**src/rtl/core/spi_pkg.sv**
```systemverilog
package spi_pkg;

   localparam int QUEUE_DEPTH_DEF = 16;
   localparam int LOT_W           = 8;
   localparam int CODE_W          = 16;
   localparam int KEY_W           = LOT_W + CODE_W;
   localparam int POS_W           = 4;
   localparam int LEN_W           = 5;

   // lot_type sits above item_code, so the packed word is the sort key itself
   typedef struct packed {
      logic [LOT_W-1:0]  lot_type;
      logic [CODE_W-1:0] item_code;
   } spi_req_type;

   typedef struct packed {
      logic [POS_W-1:0] insert_position;
      logic [LEN_W-1:0] queue_length;
      logic             rejected;
   } spi_rsp_type;

   typedef struct packed {
      logic load;      // capture the request key
      logic compare;   // register the per-cell compare flags
      logic insert;    // shift the cells, update the count, issue the result
   } spi_cmd_type;

   typedef struct packed {
      logic full;
   } spi_status_type;

endpackage

```
**src/rtl/core/spi_ctrl.sv**
```systemverilog
module spi_ctrl
   import spi_pkg::*;
(
   input  logic           clock,
   input  logic           reset,
   input  logic           start,
   output logic           busy,
   input  spi_status_type status,
   output spi_cmd_type    cmd
);

   typedef enum logic [2:0] {
      ST_IDLE = 3'b001,
      ST_CMP  = 3'b010,
      ST_INS  = 3'b100
   } spi_state_type;

   spi_state_type state_ff, state_in;

   always_comb begin
      state_in = state_ff;
      cmd      = '0;
      busy     = 1'b1;
      case (state_ff)
         ST_IDLE: begin
            busy = 1'b0;
            if (start) begin
               cmd.load = 1'b1;
               // a full queue needs no compare: go straight to the reject
               state_in = status.full ? ST_INS : ST_CMP;
            end
         end
         ST_CMP: begin
            cmd.compare = 1'b1;
            state_in    = ST_INS;
         end
         ST_INS: begin
            cmd.insert = 1'b1;
            state_in   = ST_IDLE;
         end
         default: begin
            state_in = ST_IDLE;
         end
      endcase
   end

   always_ff @(posedge clock) begin
      if (reset) begin
         state_ff <= ST_IDLE;
      end else begin
         state_ff <= state_in;
      end
   end

endmodule

```
**src/rtl/core/spi_datapath.sv**
```systemverilog
module spi_datapath
   import spi_pkg::*;
#(
   parameter int QUEUE_DEPTH = QUEUE_DEPTH_DEF
) (
   input  logic           clock,
   input  logic           reset,
   input  spi_cmd_type    cmd,
   output spi_status_type status,
   input  spi_req_type    req_data,
   output logic           rsp_valid,
   output spi_rsp_type    rsp_data
);

   localparam int CNT_W = $clog2(QUEUE_DEPTH + 1);
   localparam int IDX_W = $clog2(QUEUE_DEPTH);

   logic [KEY_W-1:0]       key_ff;
   logic [KEY_W-1:0]       entry_ff [QUEUE_DEPTH];
   logic [KEY_W-1:0]       entry_in [QUEUE_DEPTH];
   logic [QUEUE_DEPTH-1:0] le_ff, le_in;
   logic [QUEUE_DEPTH-1:0] slot;
   logic [CNT_W-1:0]       count_ff, count_in;
   logic [IDX_W-1:0]       pos;
   logic                   full;
   logic                   rsp_valid_ff, rsp_valid_in;
   spi_rsp_type            rsp_ff, rsp_in;

   assign full        = (count_ff == CNT_W'(QUEUE_DEPTH));
   assign status.full = full;

   // Held entries are ascending, so the flags form a run of ones from the head.
   for (genvar g = 0; g < QUEUE_DEPTH; g++) begin : g_cell
      logic prev_le;

      if (g == 0) begin : g_head
         assign prev_le = 1'b1;
      end else begin : g_body
         assign prev_le = le_ff[g-1];
      end

      assign le_in[g] = (CNT_W'(g) < count_ff) && (entry_ff[g] <= key_ff);
      assign slot[g]  = prev_le && !le_ff[g];

      always_comb begin
         entry_in[g] = entry_ff[g];
         if (!le_ff[g]) begin
            if (prev_le) begin
               entry_in[g] = key_ff;
            end else if (g != 0) begin
               entry_in[g] = entry_ff[(g == 0) ? 0 : g-1];
            end
         end
      end
   end

   always_comb begin
      pos = '0;
      for (int i = 0; i < QUEUE_DEPTH; i++) begin
         if (slot[i]) begin
            pos = pos | IDX_W'(i);
         end
      end
   end

   always_comb begin
      count_in     = count_ff;
      rsp_valid_in = 1'b0;
      rsp_in       = rsp_ff;
      if (cmd.insert) begin
         rsp_valid_in = 1'b1;
         if (full) begin
            rsp_in.insert_position = '0;
            rsp_in.queue_length    = LEN_W'(count_ff);
            rsp_in.rejected        = 1'b1;
         end else begin
            count_in               = count_ff + CNT_W'(1);
            rsp_in.insert_position = POS_W'(pos);
            rsp_in.queue_length    = LEN_W'(count_in);
            rsp_in.rejected        = 1'b0;
         end
      end
   end

   always_ff @(posedge clock) begin
      if (reset) begin
         count_ff     <= '0;
         rsp_valid_ff <= 1'b0;
      end else begin
         count_ff     <= count_in;
         rsp_valid_ff <= rsp_valid_in;
      end
   end

   always_ff @(posedge clock) begin
      if (cmd.load) begin
         key_ff <= req_data;
      end
      if (cmd.compare) begin
         le_ff <= le_in;
      end
      if (cmd.insert && !full) begin
         for (int i = 0; i < QUEUE_DEPTH; i++) begin
            entry_ff[i] <= entry_in[i];
         end
      end
      rsp_ff <= rsp_in;
   end

   assign rsp_valid = rsp_valid_ff;
   assign rsp_data  = rsp_ff;

endmodule

```
**src/rtl/core/sorted_priority_insert_unit.sv**
```systemverilog
// Sorted priority insert unit: keeps up to QUEUE_DEPTH entries in ascending
// order of {lot_type, item_code}; a new entry lands after every held entry
// with a smaller or equal key, so equal keys leave first in, first out. A
// request beat is taken at a rising edge where start is high and busy is low.
// An insert steps through capture, compare in every cell at once, and shift
// and drop into the gap, while a request to a full queue skips the compare;
// the next request is taken in the cycle the result beat shows. The result
// beat is marked by rsp_valid, high for exactly one cycle, and rsp_data holds
// it until the next result; the receiver cannot stall, so capture it then or
// lose it. A full queue rejects the entry with insert_position zero and leaves
// everything unchanged. Position and length wrap to their 4-bit and 5-bit
// fields for larger depths. There is no removal.
module sorted_priority_insert_unit
   import spi_pkg::*;
#(
   parameter int QUEUE_DEPTH = QUEUE_DEPTH_DEF
) (
   input  logic        clock,
   input  logic        reset,
   input  logic        start,
   output logic        busy,
   input  spi_req_type req_data,
   output logic        rsp_valid,
   output spi_rsp_type rsp_data
);

   spi_cmd_type    cmd;
   spi_status_type status;

   // Sequence each beat: capture, compare, insert; a full queue skips the compare.
   spi_ctrl u_ctrl (
      .clock  (clock),
      .reset  (reset),
      .start  (start),
      .busy   (busy),
      .status (status),
      .cmd    (cmd)
   );

   // Hold the sorted cells, the count and the result register.
   spi_datapath #(
      .QUEUE_DEPTH (QUEUE_DEPTH)
   ) u_datapath (
      .clock     (clock),
      .reset     (reset),
      .cmd       (cmd),
      .status    (status),
      .req_data  (req_data),
      .rsp_valid (rsp_valid),
      .rsp_data  (rsp_data)
   );

endmodule

```
**config.mk**
```make
export PLATFORM = sky130hd
export DESIGN_NAME = sorted_priority_insert_unit
export DESIGN_NICKNAME = d
export VERILOG_FILES = /design/src/rtl/core/spi_pkg.sv /design/src/rtl/core/spi_ctrl.sv /design/src/rtl/core/spi_datapath.sv /design/src/rtl/core/sorted_priority_insert_unit.sv
export SDC_FILE = /design/constraint.sdc
export NUM_CORES = 1
export LEC_CHECK = 0
export BUFFER_PORTS_ARGS = -buffer_cell sky130_fd_sc_hd__buf_2
export CORE_MARGIN = 2
export CORE_UTILIZATION = 50
export DETAILED_ROUTE_END_ITERATION = 7
export MAX_ROUTING_LAYER = met4
export PLACE_DENSITY = 0.72
export SYNTH_ARGS = -nofsm -noshare
export SYNTH_HDL_FRONTEND = slang
export SYNTH_SLANG_ARGS = --single-unit
```
**constraint.sdc**
```tcl
create_clock -name clock -period 2.8 [get_ports clock]
set_input_delay 0.42 -clock clock [delete_from_list [all_inputs] [get_ports clock]]
set_output_delay 0.42 -clock clock [all_outputs]
set_load 0.01 [all_outputs]
```
# Yosys cells after proc, flatten, opt, wreduce, memory -nomap -nowiden
# Memories as Yosys holds them, arrays and structs flattened.
# Cells that the tools add are included.
[word_totals]
regBits = 59
ramBits = 384
out_inout_bits = 12
word_cells = 155
memories = 1
[mem_list]
columns = ["name", "words", "width", "read_ports", "rd_ports_with_merged_regs", "wr", "line_no", "source"]
rows = [
  ["u_datapath.entry_ff", 16, 24, 16, 0, 16, "spi_datapath.sv:19", "logic [KEY_W-1:0] entry_ff [QUEUE_DEPTH];"],
]
[classes]
n_addsub = 1
n_lt_le_gt_ge = 32
n_eq_ne = 5
muxes = 58
n_bitwise = 1
n_reduce_logical = 49
[ops]
columns = ["operator", "count"]
rows = [
  ["$mux W24", 31],
  ["$le A24 B24 Y1", 16],
  ["$lt A4 B5 Y1 const A", 8],
  ["$logic_and A1 B1 Y1", 32],
  ["$mux W4", 8],
  ["$lt A3 B5 Y1 const A", 4],
  ["$mux W3", 6],
  ["$logic_not A1 Y1", 16],
  ["$lt A1 B5 Y1 const A", 2],
  ["$lt A2 B5 Y1 const A", 2],
  ["$mux W1", 9],
  ["$mux W6", 1],
  ["$pmux W3 S2", 1],
  ["$add A5 B1 Y5 const B", 1],
  ["$eq A5 B5 Y1 const B", 1],
  ["$mux W2", 2],
  ["$eq A3 B1 Y1 const B", 1],
  ["$eq A3 B2 Y1 const B", 1],
  ["$eq A3 B3 Y1 const B", 1],
  ["$ne A2 B2 Y1 const B", 1],
  ["$reduce_and A2 Y1", 1],
  ["$not A1 Y1", 1],
]

# Longest topological paths before layout
# Gate-level depths: netlist of run 1.
[depth]
ltp_word = 17
depth_mapped = 9
mapped_depth_nobuf = 8

# Cells and area by module
# From an unflattened synthesis of run 1, not the netlist that was laid out.
[unflattened]
cells_unflattened = 2002
hier_area_um2 = 26490.4
[modules_own_cells]
columns = ["mod", "n_inst", "cells_per_inst", "area_each_um2"]
rows = [
  ["spi_datapath", 1, 1987, 26347.8],
  ["spi_ctrl", 1, 15, 142.6],
]

# Least setup slack after synthesis of run 1
# OpenSTA, ideal clock, no wires.
[synth_timing]
path_type = "reg2reg"
startpoint = "reg u_datapath.count_ff[1]"
endpoint = "mem u_datapath.entry_ff[0][0] in the netlist's numbering (enable)"
setup_ns = 0.405
t_arrival_ns = 2.483
required_ns = 2.395
setup_slack_ns = -0.088
path_stages_with_launch = 9
n_path_buf = 3
synth_period_minus_slack_ns = 2.888
path_cell_list = "dfxtp_1 -> buf_2 -> inv_1 -> ha_1 -> nor4b_1 -> or2_2 -> buf_2 -> buf_2 -> nor2_1"
[synth_rtl]
columns = ["element", "line_no", "source"]
rows = [
  ["from (decl)", "spi_datapath.sv:23", "logic [CNT_W-1:0] count_ff, count_in;"],
  ["from (signal assigned)", "spi_datapath.sv:90", "count_ff <= count_in;"],
  ["to (decl)", "spi_datapath.sv:19", ""],
]

# Worst setup path after layout of run 1
[layout_timing]
startpoint = "reg u_datapath.key_ff[20]"
endpoint = "reg u_datapath.le_ff[8] (data pin)"
[layout_via]
elab_chain_cells = 2
[layout_rtl]
columns = ["element", "line_no", "source"]
rows = [
  ["from (decl)", "spi_datapath.sv:18", "logic [KEY_W-1:0] key_ff;"],
  ["from (signal assigned)", "spi_datapath.sv:97", "key_ff <= req_data;"],
  ["$le A24 B24 Y1", "spi_datapath.sv:42", "assign le_in[g] = (CNT_W'(g) < count_ff) && (entry_ff[g] <= key_ff);"],
  ["$logic_and A1 B1 Y1", "spi_datapath.sv:42", ""],
  ["via u_datapath.le_in[8]", "spi_datapath.sv:21", "logic [QUEUE_DEPTH-1:0] le_ff, le_in;"],
  ["to (signal assigned)", "spi_datapath.sv:100", "le_ff <= le_in;"],
  ["to (decl)", "spi_datapath.sv:21", ""],
]
# The timed path passes the listed nets, and every way through them passes these cells.
# A chain may end at the register's enable or synchronous reset.

==> summary.txt, run 1 <==
Synth
  • Most frequent cell after synthesis: edfxtp_1
  • Gate count after technology mapping: ~2,000
  • Number of synthesized flops with an enable pin: 434
  • Synth area leaders: edfxtp_1, ha_1, mux2_2
  • FFs w/ async S/R, synth: 0%
  • Area share of the largest cell type after synthesis: 49.3%
  • Register area share after synthesis: 50.0%
  • Post-synth top flop: edfxtp_1
  • Synth cell types: 54
  • Area leader, netlist: edfxtp_1
  • Synth top cells by count: edfxtp_1, ha_1, mux2_2, a21oi_1, nand2_1
  • Avg Synthesized Cell Area: roughly 13 µm²
  • Synth Register Bits: 443
  • Net Count, Synth: 2,421
  • Synthesized area: ~0.026 mm²
  • Yosys warns: 0

Worst setup path
  • Critical path launch point type: flip-flop
  • Crit path launch: u_datapath.key_ff[20]
  • Crit-path max FO: 10
  • Reg2reg start: u_datapath.key_ff[20]
  • FF-to-FF setup slack: 0.07 ns
  • Crit Path Class: flip-flop to flip-flop
  • Required time of the critical path: around 3.1 ns
  • Crit path capture type: flip-flop
  • R2R depth: 8
  • Critical Path AT: 3.04 ns
  • Critical R2R Capture: u_datapath.le_ff[8]

Flow run
  • Max_cap viols: 0

Drt
  • Drt drc: 0
  • Via density: 6.03
  • DRT Pass-1 Iters: 5
  • 1st-iter DRT viols: 918
  • DR WL/cell: between 20 and 25 µm
  • DR vias: 17,400
  • Remaining antenna violation count: 0
  • Final wirelength: ~61 mm

Status
  • Status: finished clean

Pwr
  • Switch Pwr: 0.00349 W
  • Static leakage power: about 11 nW
  • Clock network fraction of total power: 41.9%
  • Peak supply drop: 518 µV
  • Internal power: 0.0115 W
  • Sequential Power Share: 48.7%
  • Pwr Density: 502 mW/mm²
  • Combinational share of power: 9.4%
  • Sw frac: between 20% and 30%

Timing
  • Slew Limit Fails: 0
  • Final setup violating endpoints: 0
  • Slew @ Worst Pin: 0.844 ns
  • FMAX: 367 MHz
  • Crit share post-route: 97.4%
  • Clock period minus worst slack: approximately 2.7 ns
  • Final Hold Viols: 0
  • Slew Limit Headroom: a little over two fifths
  • Worst clock skew: 0.0200 ns

CTS
  • Skew-Pair Late Insertion Delay: 0.59 ns
  • Root Driver: clkbuf_16
  • # H-tree levels: 2
  • Clock sinks: 443
  • Clk buf depth: 3
  • CTS buffer count: 49
  • Clk slew on worst S/H paths: 0.06 ns
  • CTS tree: done

Layout
  • Share of layout cells above drive strength 1: 27.6%
  • Post-Layout Cell Count: 2,885
  • Multi-input gate area: 0.0128 mm²
  • Total area of sequential cells: 0.0132 mm²
  • Fin util: 57.1%
  • Fillers: 4,023
  • Synthesis-to-finish area growth: 13.3%
  • Final nets: between 2,000 and 3,000

Placement
  • DP Cell Count: around 2,800
  • Final HPWL from detailed placement: 47.0 mm
  • GP Congestion: between 0.8 and 0.9
  • IO Port Bufs: 38

Floorplanning
  • Core Region: approximately 0.052 mm²
  • Die Y: between 200 and 250 µm
  • Initial Util: approximately half
  • I/O pin cnt: 39
  • Die X: 234 µm
  • Row count: 84
  • Die footprint: 0.0547 mm²

Global routing
  • Largest net degree at the start of global routing: 29
  • First-pass GRT wire length: between 90 and 100 mm
  • Vias in the first global route: 18,600
  • Total gr overflow: 0
  • Initial antenna violation count: 1
  • GRT Total Usage: 23.3%

Min path
  • Hold EP: u_datapath.key_ff[21]
  • Worst Hold Class: primary input to flip-flop
  • Cell depth of the worst min-delay path: 1
  • Worst hold start: req_data[21]
-- critical path, cell delays in order, from the launching register on --
cell and delay (ns):
edfxtp_1 0.40, clkinvlp_4 0.27, buf_4 0.22, ha_1 0.26, and4_1 0.22, nand3_2 0.14, or4_4 0.56, o2111ai_1 0.25
o41ai_2 0.11
-- layout by cell type, fill, tap and decap left out, types with 9 or more instances in the layout --
master,n
edfxtp_1,434
clkbuf_1,12
nand3_1,56
o211ai_1,17
clkbuf_16,51
dfxtp_1,9
inv_1,58
nor2_2,17
nor2_1,37
buf_4,116
and4_1,17
nand4_1,52
clkinv_1,11
a21oi_1,152
a211oi_1,22
ha_1,386
nor2b_1,21
mux2_2,346
nor3_1,16
buf_2,38
and3_1,14
nand2_1,90
a21o_1,18
o21ai_0,53
dlygate4sd3_1,19
-- metal layers --
metal / wire [µm] / GRT usage [%] / up-vias
met5: 0 / - / -
met1: 25600 / 26.9 / 8604
met2: 30900 / 40.3 / 431
li1: - / - / 8203
met4: 2700 / 11.3 / 0
met3: 2260 / 2.64 / 155
-- state kept, by name (all words and copies together), names as in the netlist --
name,flops
u_ctrl.state_ff,3
u_datapath.count_ff,5
u_datapath.entry_ff,384
u_datapath.key_ff,24
u_datapath.le_ff,16
u_datapath.rsp_data,10
u_datapath.rsp_valid,1
-- how the worst max path moves through the flow --
| stage | to | slack [ns] |
|---|---|---|
| 2_1_floorplan | u_datapath.entry_ff[0][0] | -0.09 |
| 3_3_place_gp | u_datapath.le_ff[15] | 0.03 |
| 3_5_place_dp | u_datapath.le_ff[15] | -0.06 |
| 4_1_cts | u_datapath.le_ff[15] | 0.01 |
| 5_1_grt | u_datapath.le_ff[14] | -0.04 |
| 6_report | u_datapath.le_ff[8] | 0.07 |
-- power groups by stage --
stage               Combinational (W)  Clock [W]  Sequential [W]
floorplan                    0.000846          0         0.00746
global placement              0.00125          0         0.00745
detailed placement            0.00134          0         0.00745
CTS                           0.00137    0.00640         0.00731
global route                  0.00158    0.00663         0.00731
finish                        0.00141    0.00630         0.00731
-- metrics by stage --
stage | hold WS (ns) | total power, W | worst slack, ns | setup TNS [ns] | area (µm²)
after floorplan | 0.519 | 0.00831 | -0.0879 | -21.10 | 26400
after global placement | 0.562 | 0.00870 | 0.0329 | 0 | 28000
after detailed placement | 0.569 | 0.00879 | -0.0603 | -0.0603 | 28000
after CTS | 0.00399 | 0.0151 | 0.0111 | 0 | 29700
after global routing | 0.0138 | 0.0155 | -0.0391 | -0.0421 | 29900
final | 0.0350 | 0.0150 | 0.0736 | 0 | 29900
-- kinds of logic after synthesis --
kind of cell | synth area share (%)
flip-flops | 50.0
AND/OR/NAND/NOR | 7.04
XOR/XNOR | 0.166
AO/OA/AOI/OAI | 7.66
multiplexers | 14.8
buffers and inverters | 2.05
adder cells (fa/ha/maj) | 18.3
-- repair_timing --
action,CTS,global route
hold endpoints to repair,19,0
hold buffers,19,0
setup endpoints to repair,1,6
buffers inserted,0,22
gates resized for setup,1,10
-- final cells by class --
cell class | count | share of cell area [%]
diodes | 1 | 0.00836
clock buffers | 65 | 4.51
clock inverters | 25 | 0.661
inverters | 61 | 0.803
multi-input cells | 1426 | 42.6
flip-flops and latches | 443 | 44.2
well taps | 688 | 2.88
repair buffers | 176 | 4.38
No activity file was read; power rests on OpenSTA's default activity.
==> run 2, diff against run 1 <==
- ABC_AREA: not set -> 1
==> summary.txt, run 2 <==
Status
  • Status: finished clean

Worst setup path
  • Crit path capture type: flip-flop
  • Critical Path AT: 2.81 ns
  • R2R depth: 12
  • Critical R2R Capture: u_datapath.le_ff[8]
  • Crit-path max FO: 13
  • Cell Chain, Critical Path: inv_1, buf_4, ha_1, nand2_1, inv_1, nand2_1, nand2_1, nand2_1, nand2_1, nand2_1, nand3_1, a21oi_1
  • FF-to-FF setup slack: 0.43 ns
  • Crit-path max cell delay: 0.50 ns
  • CP max stage cell: inv_1
  • Crit Path Class: flip-flop to flip-flop
  • Reg2reg start: u_datapath.key_ff[3]
  • Required time of the critical path: around 3.2 ns
  • Critical path launch point type: flip-flop
  • Most frequent cell on the critical path: nand2_1

Timing
  • Slew Limit Headroom: ~56%
  • Setup TNS: 0 ns
  • Final Hold Viols: 0
  • WHS: 0.0319 ns
  • Slew @ Worst Pin: 0.660 ns
  • Clock period minus worst slack: 2.37 ns
  • Unrepaired setup endpoints after global routing: no
  • Slew Limit Fails: 0
  • Worst clock skew: 0.0181 ns
  • FMAX: 421 MHz
  • Final setup violating endpoints: 0
  • Crit share post-route: 84.8%

Synth
  • Net Count, Synth: 3,245
  • Synth Register Bits: ~440
  • Area leader, netlist: edfxtp_1
  • Gate count after technology mapping: 2,832
  • Avg Synthesized Cell Area: approximately 9.4 µm²
  • Post-synthesis simple-gate area fraction: 16.1%
  • Adder and majority gate portion of the synthesized area: a little under a fifth
  • Post-synth top flop: edfxtp_1
  • Synthesized area: 0.0266 mm²
  • Mux contribution to synthesized area: 0%
  • Combinational family with the most area after synthesis: adder cells
  • Yosys warns: 0
  • Synth Area in XOR/XNOR: 0.0989%
  • Compound-cell area share of the yosys netlist: between 10 and 15%
  • Area share of the largest cell type after synthesis: 49.1%
  • Most frequent cell after synthesis: nand2_1
  • Register area share after synthesis: 49.7%
  • Number of synthesized flops with an enable pin: 434
  • Synth cell types: 32
  • FFs w/ async S/R, synth: 0%
  • Synth top cells by count: nand2_1, edfxtp_1, ha_1, o21ai_0, inv_1
  • Synth area leaders: edfxtp_1, ha_1, nand2_1

CTS
  • # H-tree levels: 2
  • Post-cts hold buffer count: 21
  • Post-CTS setup buffers: 0
  • Skew-Pair Late Insertion Delay: 0.60 ns
  • Root Driver: clkbuf_16
  • Clk buf depth: 3
  • CTS resizes: 0
  • CTS buffer count: 48
  • CTS tree: done
  • Clock sinks: 443
  • Clk slew on worst S/H paths: 0.06 ns

Global routing
  • First-pass GRT wire length: 106 mm
  • Vias in the first global route: 20,200
  • Initial antenna violation count: 2
  • GRT Total Usage: 25.6%
  • Total gr overflow: 0
  • Largest net degree at the start of global routing: a little over 50

Floorplanning
  • Row count: 84
  • Initial Util: about half
  • I/O pin cnt: 39
  • Die footprint: 0.0550 mm²
  • Core Region: roughly 0.053 mm²
  • Die X: 234 µm
  • Die Y: approximately 230 µm

Placement
  • IO Port Bufs: 38
  • GP Congestion: 0.926
  • Final HPWL from detailed placement: 47.5 mm
  • Placed cell area: 0.0279 mm²

Layout
  • Fin area: a little under 0.03 mm²
  • Top reg by flops: u_datapath.entry_ff
  • Largest regs: u_datapath.entry_ff x384, u_datapath.key_ff x24, u_datapath.le_ff x16
  • Max FFs per register: between 300 and 400
  • Synthesis-to-finish area growth: 12.0%
  • Fillers: 4,461
  • Most frequent cells in the layout: nand2_1, edfxtp_1, ha_1
  • Fin util: 56.6%
  • Commonest non-fill, non-tap cell in the layout: nand2_1
  • Final nets: 3,324
  • Share of layout cells above drive strength 1: 6.92%

Pwr
  • Pwr Density: 516 mW/mm²
  • Pwr Total: 0.0153 W
  • Peak supply drop: 515 µV
  • Static leakage power: 12.9 nW

Min path
  • Cell depth of the worst min-delay path: 1
  • Worst Hold Class: primary input to flip-flop
  • Worst hold start: req_data[5]
  • Hold EP: u_datapath.key_ff[5]

Drt
  • Remaining antenna violation count: 0
  • DR vias: 20,600
  • DRT Pass-1 Iters: 5
  • 1st-iter DRT viols: 1,665
  • Drt drc: 0
  • Via density: 5.66
  • DR WL/cell: 18.5 µm
  • Final wirelength: a little under 70 mm

Flow run
  • Max_cap viols: 0
==> run 2: cell types whose count changed in the layout (fill, tap and decap cells not counted), sizes merged, moves of 27 or more <==
cell / delta
buf: -49
o21ai: +310
a21oi: +27
mux2: -346
inv: +155
nand4: -27
nor2: +143
nand3: -30
nand2: +750
==> run 2: where the power goes <==
group          internal (W)  switching [W]
Combinational      0.000486       0.000914
Clock               0.00397        0.00268
Sequential          0.00727      0.0000224
==> run 2: kinds of logic (layout without fill, tap and decap cells) <==
group	after synthesis	after routing
simple gates	1101	1101
compound gates	583	583
flops	443	443
fa+ha+maj	386	386
buf+inv	316	432
xor+xnor	3	3
other cells	0	1
==> run 2: worst max-delay path by stage <==
stage	from	cells past startpoint	endpoint
4_1_cts	u_datapath.key_ff[3]	12	u_datapath.le_ff[8]
3_3_place_gp	u_datapath.key_ff[3]	12	u_datapath.le_ff[8]
3_5_place_dp	u_datapath.key_ff[3]	12	u_datapath.le_ff[8]
6_report	u_datapath.key_ff[3]	12	u_datapath.le_ff[8]
5_1_grt	u_datapath.key_ff[3]	12	u_datapath.le_ff[4]
2_1_floorplan	u_ctrl.state_ff[0]	6	u_datapath.entry_ff[0][0]
==> run 2: worst max-delay path: cells and delay by family (launching register included) <==
family	cells	cell delay [ns]
and+or+nand+nor	7	0.43
AOI/OAI and AO/OA	1	0.16
adders and majority gates	1	0.29
buffers and inverters	3	0.90
DFF	1	0.42
==> run 2: through the flow <==
step	setup slack, ns	cells
after global routing	0.336	3637
after floorplan	-0.114	2832
final	0.426	3637
after detailed placement	0.516	3528
after global placement	0.629	3528
after CTS	0.484	3636
==> run 2: routing by layer <==
layer  vias up  wire length (µm)  GRT usage [%]
met4         0              2380           10.3
met1      9777             28300           31.8
met5         -                 0              -
met2       664             32400           42.3
li1       9944                 -              -
met3       184              4310           3.69
==> run 2: cell type report <==
class                           count  area [µm²]  area share [%]
Antenna cell                        1        2.50         0.00841
Clock buffer                       58        1270            4.27
Clock inverter                     29         363            1.22
Inverter                          216         811            2.73
Multi-Input combinational cell   2073       12200            41.0
Sequential cell                   443       13200            44.4
Tap cell                          688         861            2.89
Timing Repair Buffer              129        1040            3.49
==> run 3, diff against run 2 <==
- PLACE_DENSITY: 0.72 -> 0.7
- clock period: 2.8 -> 2.3 ns (I/O delays scaled with it)
==> summary.txt, run 3 (synthesis gave the netlist of run 2 again) <==
Placement
  • Dpl ws: 0.212 ns
  • IO Port Bufs: 38
  • GP Congestion: 0.914
  • Final HPWL from detailed placement: 45.8 mm

Layout
  • Max FFs per register: 384
  • Largest regs: u_datapath.entry_ff x384, u_datapath.key_ff x24, u_datapath.le_ff x16
  • Commonest non-fill, non-tap cell in the layout: nand2_1
  • Top reg by flops: u_datapath.entry_ff
  • Synthesis-to-finish area growth: 13.7%
  • Most frequent cells in the layout: nand2_1, edfxtp_1, ha_1
  • Ant. Diodes: 0
  • Share of layout cells above drive strength 1: 6.87%
  • Final nets: 3,328

Timing
  • Slew Limit Fails: 0
  • Clock period minus worst slack: 2.12 ns
  • Crit share post-route: 92.2%
  • Setup TNS: 0 ns
  • Slew @ Worst Pin: 0.565 ns
  • Slew Limit Headroom: 62.3%
  • Final setup violating endpoints: 0
  • Final setup margin: 0.180 ns
  • Worst clock skew: between 0.02 and 0.025 ns
  • Final Hold Viols: 0
  • Unrepaired setup endpoints after global routing: no
  • FMAX: 472 MHz

Flow run
  • Max_cap viols: 0

CTS
  • # H-tree levels: 2
  • Post-cts hold buffer count: 25
  • CTS tree: done
  • Skew-Pair Late Insertion Delay: 0.60 ns
  • Post-CTS setup buffers: 0
  • Clock sinks: 443
  • Root Driver: clkbuf_16
  • Clk buf depth: 3
  • CTS buffer count: 48
  • CTS resizes: 0
  • Clk slew on worst S/H paths: 0.06 ns

Drt
  • Remaining antenna violation count: 0
  • 1st-iter DRT viols: 1,639
  • DR vias: ~20,000
  • Final wirelength: 66.3 mm
  • DR WL/cell: 18.2 µm
  • Drt drc: 0
  • Via density: about 5.6
  • DRT Pass-1 Iters: 5

Floorplanning
  • Die Y: 234 µm
  • Die X: 234 µm
  • Core Region: 0.0526 mm²
  • Row count: 84
  • Initial Util: roughly half
  • Die footprint: ~0.055 mm²
  • I/O pin cnt: 39

Pwr
  • Clock network fraction of total power: 43.6%
  • Switch Pwr: 0.00442 W
  • Static leakage power: 13.0 nW
  • Sequential Power Share: around 47%
  • Internal power: between 0.01 and 0.015 W
  • Pwr Density: just over 600 mW/mm²
  • Combinational share of power: under 10%
  • Peak supply drop: between 500 and 600 µV
  • Sw frac: 23.5%

Global routing
  • GRT Total Usage: 25.3%
  • First-pass GRT wire length: roughly 110 mm
  • Total gr overflow: 0
  • Largest net degree at the start of global routing: between 40 and 50
  • Initial antenna violation count: 0
  • Vias in the first global route: roughly 20,000

Min path
  • Worst Hold Class: primary input to flip-flop
  • Cell depth of the worst min-delay path: 3

Worst setup path
  • Critical path launch point type: flip-flop
  • Crit Path Class: flip-flop to flip-flop
  • Crit path capture type: flip-flop
  • Crit-path max FO: 24
  • Critical Path AT: 2.38 ns
  • Required time of the critical path: ~2.6 ns
  • R2R depth: 9

Status
  • Status: finished clean
-- run 3: changes by cell type in the layout (fill, tap and decap cells not counted), moves of 3 or more --
cell and change:
clkinv_1 +6, buf_12 +27, dlygate4sd3_1 +4, nor2_2 -6, buf_4 -27, nor2_4 +6
inv_6 -3
-- run 3: power by group through the flow --
stage	Sequential, W	Combinational [W]	Clock [W]
3_3_place_gp	0.00905	0.00157	0
4_1_cts	0.00888	0.00172	0.00833
3_5_place_dp	0.00905	0.00167	0
6_report	0.00888	0.00172	0.00821
2_1_floorplan	0.00905	0.00105	0
5_1_grt	0.00888	0.00196	0.00863
-- run 3: area by class of cell --
class / instances / area [µm²]
Sequential cell: 443 / 13200
Tap cell: 688 / 861
Clock inverter: 32 / 365
Timing Repair Buffer: 133 / 1420
Multi-Input combinational cell: 2073 / 12200
Clock buffer: 58 / 1300
Inverter: 216 / 811
Fill cell: 4433 / 22400
-- run 3: per-layer routing --
metal,share of wire (%),vias to the layer above,track usage [%]
met4,3.5,0,9.38
li1,-,9948,-
met2,49,624,42.9
met5,0,-,-
met1,41,9713,30.4
met3,6.1,184,4.26
-- run 3: path summary, 6_finish.rpt --
kind,from,endpoint,slack [ns]
max,u_datapath.count_ff[0],u_datapath.entry_ff[4][10],0.18
min,start,u_ctrl.state_ff[1],0.06
max reg2reg,u_datapath.count_ff[0],u_datapath.entry_ff[4][10],0.18
min reg2reg,u_datapath.key_ff[18],u_datapath.entry_ff[0][18],0.45
-- run 3: critical path: stages, from the launching register on --
cell     delay, ns
dfxtp_1       0.42
inv_1         0.09
ha_1          0.21
nand2_2       0.09
nor3_4        0.04
nor2_2        0.19
inv_2         0.14
buf_12        0.19
nor2_4        0.07
buf_4         0.31
-- run 3: stage by stage --
step / hold WS (ns) / cell area, µm² / std cells / utilization [%] / total power (W)
finish: 0.0565 / 30200 / 3643 / 57.5 / 0.0188
global route: 0.0574 / 30200 / 3643 / 57.5 / 0.0195
CTS: 0.0317 / 30200 / 3643 / 57.5 / 0.0189
detailed placement: 0.434 / 28300 / 3528 / 53.8 / 0.0107
global placement: 0.433 / 28300 / 3528 / 53.8 / 0.0106
floorplan: 0.417 / 26600 / 2832 / - / 0.0101
